$ cat config.mk
export PLATFORM = sky130hd
export DESIGN_NAME = lphi_mod
export DESIGN_NICKNAME = d
export VERILOG_FILES = /design/src/design/lphi_pkg.sv /design/src/design/lphi_mod.sv
export SDC_FILE = /design/constraint.sdc
export NUM_CORES = 1
export LEC_CHECK = 0
export ABC_CLOCK_PERIOD_IN_PS = 2200
export BUFFER_PORTS_ARGS = -buffer_cell sky130_fd_sc_hd__buf_4
export CORE_MARGIN = 2
export CORE_UTILIZATION = 40
export DETAILED_ROUTE_END_ITERATION = 6
export GPL_TIMING_DRIVEN = 0
export PLACE_DENSITY = 0.63
export SYNTH_ARGS = -nofsm -noshare
export SYNTH_HDL_FRONTEND = slang
export SYNTH_SLANG_ARGS = --single-unit
$ cat constraint.sdc
create_clock -name clk -period 2.2 [get_ports clk]
set_input_delay 0.44 -clock clk [delete_from_list [all_inputs] [get_ports clk]]
set_output_delay 0.44 -clock clk [all_outputs]
set_load 0.005 [all_outputs]
$ cat src/design/lphi_pkg.sv
// ----------------------------------------------------------------------------
// lphi_pkg
// Shared widths, codes and types for the linear probing hash insert core.
// ----------------------------------------------------------------------------
`default_nettype none

package lphi_pkg;

  localparam int KEY_W  = 31;
  localparam int POS_W  = 7;
  localparam int ACT_W  = 2;
  localparam int STAT_W = 2;
  localparam int CFG_W  = 8;

  // action codes of an input word
  localparam logic [ACT_W-1:0] ACT_INSERT = 2'd0;
  localparam logic [ACT_W-1:0] ACT_READ   = 2'd1;
  localparam logic [ACT_W-1:0] ACT_CLEAR  = 2'd2;

  // status codes of a result word
  localparam logic [STAT_W-1:0] STAT_INSERTED = 2'd0;
  localparam logic [STAT_W-1:0] STAT_FULL     = 2'd1;
  localparam logic [STAT_W-1:0] STAT_READ     = 2'd2;
  localparam logic [STAT_W-1:0] STAT_CLEARED  = 2'd3;

  typedef enum logic [2:0] {
    S_CLEAR,
    S_IDLE,
    S_MOD,
    S_PROBE,
    S_READ,
    S_DONE
  } lphi_state_t;

  typedef struct packed {
    logic [STAT_W-1:0] status;
    logic [POS_W-1:0]  position;
    logic [KEY_W-1:0]  slot_key;
    logic              slot_occupied;
  } lphi_res_t;

endpackage

`default_nettype wire

$ cat src/design/lphi_mod.sv
// ----------------------------------------------------------------------------
// lphi_mod
// Restoring remainder unit: key modulo table size, one key bit per cycle.
// ----------------------------------------------------------------------------
`default_nettype none

module lphi_mod import lphi_pkg::*; #(
  parameter int NW = 8
) (
  input  logic             clk,
  input  logic             rst_n,
  input  logic             start,
  input  logic [KEY_W-1:0] dividend,
  input  logic [NW-1:0]    divisor,
  output logic             done,
  output logic [NW-1:0]    rem
);

  localparam int CNT_W = $clog2(KEY_W);

  logic             busy_r;
  logic             done_r;
  logic [CNT_W-1:0] cnt_r;
  logic [NW-1:0]    rem_r;
  logic [NW-1:0]    rem_nxt;
  logic [KEY_W-1:0] dvd_r;
  logic [NW-1:0]    div_r;
  logic [NW:0]      trial;

  // shift in the next key bit, subtract the divisor when it fits
  always_comb begin
    trial = {rem_r, dvd_r[KEY_W-1]};
    if (trial >= {1'b0, div_r}) begin
      rem_nxt = NW'(trial - {1'b0, div_r});
    end else begin
      rem_nxt = trial[NW-1:0];
    end
  end

  always_ff @(posedge clk) begin
    if (!rst_n) begin
      busy_r <= 1'b0;
      done_r <= 1'b0;
      cnt_r  <= '0;
    end else begin
      done_r <= 1'b0;
      if (start) begin
        busy_r <= 1'b1;
        cnt_r  <= '0;
      end else if (busy_r) begin
        cnt_r <= cnt_r + CNT_W'(1);
        if (cnt_r == CNT_W'(KEY_W - 1)) begin
          busy_r <= 1'b0;
          done_r <= 1'b1;
        end
      end
    end
  end

  always_ff @(posedge clk) begin
    if (start) begin
      rem_r <= '0;
      dvd_r <= dividend;
      div_r <= divisor;
    end else if (busy_r) begin
      rem_r <= rem_nxt;
      dvd_r <= {dvd_r[KEY_W-2:0], 1'b0};
    end
  end

  assign done = done_r;
  assign rem  = rem_r;

endmodule

`default_nettype wire
==> impl_metrics.py <==
metrics = {
    "synth": {
        "synth_top_flop_cell": "edfxtp_1",
        "synth_area_leaders": "edfxtp_1 46%, dfxtp_1 12%, mux2_2 7.1%",
        "yosys_register_bits": 54,
        "synth_edf_count": 39,
        "synth-async-reset-ratio": 0,
        "synthesis.nets": 246,
        "synth_cell_types": 42,
        "synth_top_area_frac": 0.459,
        "synth_most_common_cell": "edfxtp_1",
        "synth_warnings": 0,
        "synth_cells": 193,
        "syn_area_um2": 2550,
        "yosysTopAreaCell": "edfxtp_1",
        "synth-seq-area-share": 0.577,
        "synth_area_per_cell_um2": 13.2,
        "synthTopCellsByCount": "39 x edfxtp_1, 16 x mux2_2, 15 x dfxtp_1",
    },
    "power": {
        "p_per_area_nw_per_um2": 651,
        "vdd_drop_max_uv": 355,
        "leakage_uw": 0.00127,
    },
    "timing": {
        "fin_crit_sh": 0.953,
        "skew_ns": 0.00239,
        "worst_slack_ns": 0.103,
        "worstMarginPinSlew_ns": 0.597,
        "hold_viol_final": 0,
        "fmax_ghz": 0.477,
        "rsz0062_at_grt": "no",
        "finalSetupViolCount": 0,
        "worst_hold_slack_ns": 0.309,
        "drv_slew": 0,
        "slew_headroom": 0.602,
        "finalCriticalPeriod_ns": 2.10,
    },
    "die": {
        "die_w_um": 83.9,
        "boundaryPins": 51,
        "fp.dieArea_um2": 7030,
        "initial_core_util": 0.409,
        "rows": 29,
        "core_um2": 6240,
        "die_h_um": 83.9,
    },
    "cells_and_area": {
        "layout-drive-gt1-share": 0.333,
        "multi_input_area_um2": 1020,
        "fin_area_um2": 3140,
        "area_growth_pct": 23.0,
        "final_nets": 304,
        "final_core_util": 0.503,
        "regArea_um2": 1470,
        "n_antenna_cell": 0,
        "nFillCells": 586,
    },
    "routing": {
        "finalWirelength_mm": 4.30,
        "first_pass_iters": 4,
        "vias": 1641,
        "dr.first_iter.drc_count": 55,
        "final_antenna_net_count": 0,
        "drcViolationCount": 0,
        "viasPerCell": 4.99,
        "wl_per_cell_um": 13.1,
    },
    "hold_path": {
        "hold_path.class": "in2reg",
    },
    "worst_setup_path": {
        "critPathMaxFanout": 10,
        "start_kind": "flip-flop",
        "critPathCaptureType": "flip-flop",
        "rrSetupSlack_ns": 0.10,
        "critPathKind": "reg2reg",
        "cp.required_ns": 2.39,
        "critPathArrivalTime_ns": 2.29,
    },
    "placed_design": {
        "dp_hpwl_mm": 3.12,
        "io_buffers": 50,
        "place_area_um2": 3020,
        "gp_congestion": 0.793,
        "pre_cts_ws_ns": -0.416,
    },
    "outcome": {
        "outcome": "finished, final reports clean",
    },
    "clocking": {
        "cts_max_level": 2,
        "worstSkewPairLatency_ns": 0.30,
        "path_clk_slew_ns": 0.09,
        "postCtsSetupRepairBufs": 0,
        "clock_sinks": 54,
        "cts_buffers": 5,
        "cts_buffer_depth": 2,
        "holdBufCountCts": 0,
        "cts_root_buf": "clkbuf_8",
        "cts_tree": "done",
    },
    "global_routing": {
        "antenna_found_initial": 0,
        "grt_pass1_wl_mm": 7.25,
        "grt.overflow.total": 0,
        "grt_start_max_net_pins": 17,
        "grt_pass1_vias": 1616,
        "grtUsageTotal": 0.130,
    },
    "job": {
        "drv_cap": 0,
    },
}
-- stage by stage --
stage / cells / setup TNS [ns] / total power [uW]
floorplan: 193 / 0 / 1420
global placement: 320 / -13.19 / 1530
detailed placement: 320 / -12.86 / 1530
CTS: 329 / 0 / 2070
global route: 329 / 0 / 2160
finish: 329 / 0 / 2040
-- where the power goes --
| part | internal, uW | switching, uW | total (uW) |
|---|---|---|---|
| logic | 160 | 141 | 301 |
| registers | 1190 | 26.6 | 1210 |
| clock network | 220 | 308 | 528 |
-- worst max-delay path, stage by stage, from the launching register on --
cell	delay, ns
dfxtp_1	0.35
ha_1	0.37
a21oi_1	0.20
o21ai_2	0.11
a221oi_4	0.35
buf_6	0.21
nor4b_1	0.06
or3_1	0.33
-- cell families after synthesis --
group	share of synthesized area
xor gates and xnor gates	0.0240
muxes	0.152
buffers and inverters	0.0309
AOI/OAI and AO/OA	0.0814
and+or+nand+nor	0.0780
adders and majority gates	0.0569
DFF	0.577
-- sequential cells by signal, summed over array words and instances (netlist names) --
name and cells:
rem 8, busy_r 1, cnt_r 5, done 1
div_r 8, dvd_r 31
-- final timing paths --
check | start | cells past startpoint | to
worst max-delay path | rem[5] | 7 | rem[6]
worst min-delay path | divisor[6] | 1 | div_r[6]
worst max register to register | rem[5] | 7 | rem[6]
worst min register to register | rem[3] | 2 | rem[3]
-- what timing repair did --
| action | 4_1_cts | 5_1_grt |
|---|---|---|
| setup endpoints to repair | 31 | 1 |
| resized for setup | 3 | 5 |
| cloned | 1 | 0 |
| pin swaps | 0 | 1 |
-- per-layer routing --
| layer | track usage | up-vias | part of all wire |
|---|---|---|---|
| li1 | - | 821 | - |
| met1 | 0.168 | 774 | 0.45 |
| met2 | 0.204 | 40 | 0.47 |
| met3 | 0.0485 | 6 | 0.071 |
| met4 | 0.0396 | 0 | 0.013 |
| met5 | 0 | - | 0 |
-- placed cells by master, fill, tap and decap left out, drive strengths merged, types with 7 or more instances in the layout --
| master | instances |
|---|---|
| nor2 | 12 |
| clkbuf | 11 |
| nand2 | 8 |
| edfxtp | 39 |
| a21oi | 7 |
| inv | 12 |
| mux2 | 30 |
| dfxtp | 15 |
| ha | 10 |
| buf | 51 |
-- final cells by class --
class | count | share of cell area
Sequential cell | 54 | 0.469
Timing Repair Buffer | 50 | 0.120
Timing Repair inverter | 1 | 0.00239
Multi-Input combinational cell | 120 | 0.326
Buffer | 6 | 0.00957
Clock inverter | 2 | 0.00279
Inverter | 13 | 0.0167
Tap cell | 77 | 0.0307
Clock buffer | 6 | 0.0231
Note: power is estimated with default switching activity, not from simulation.
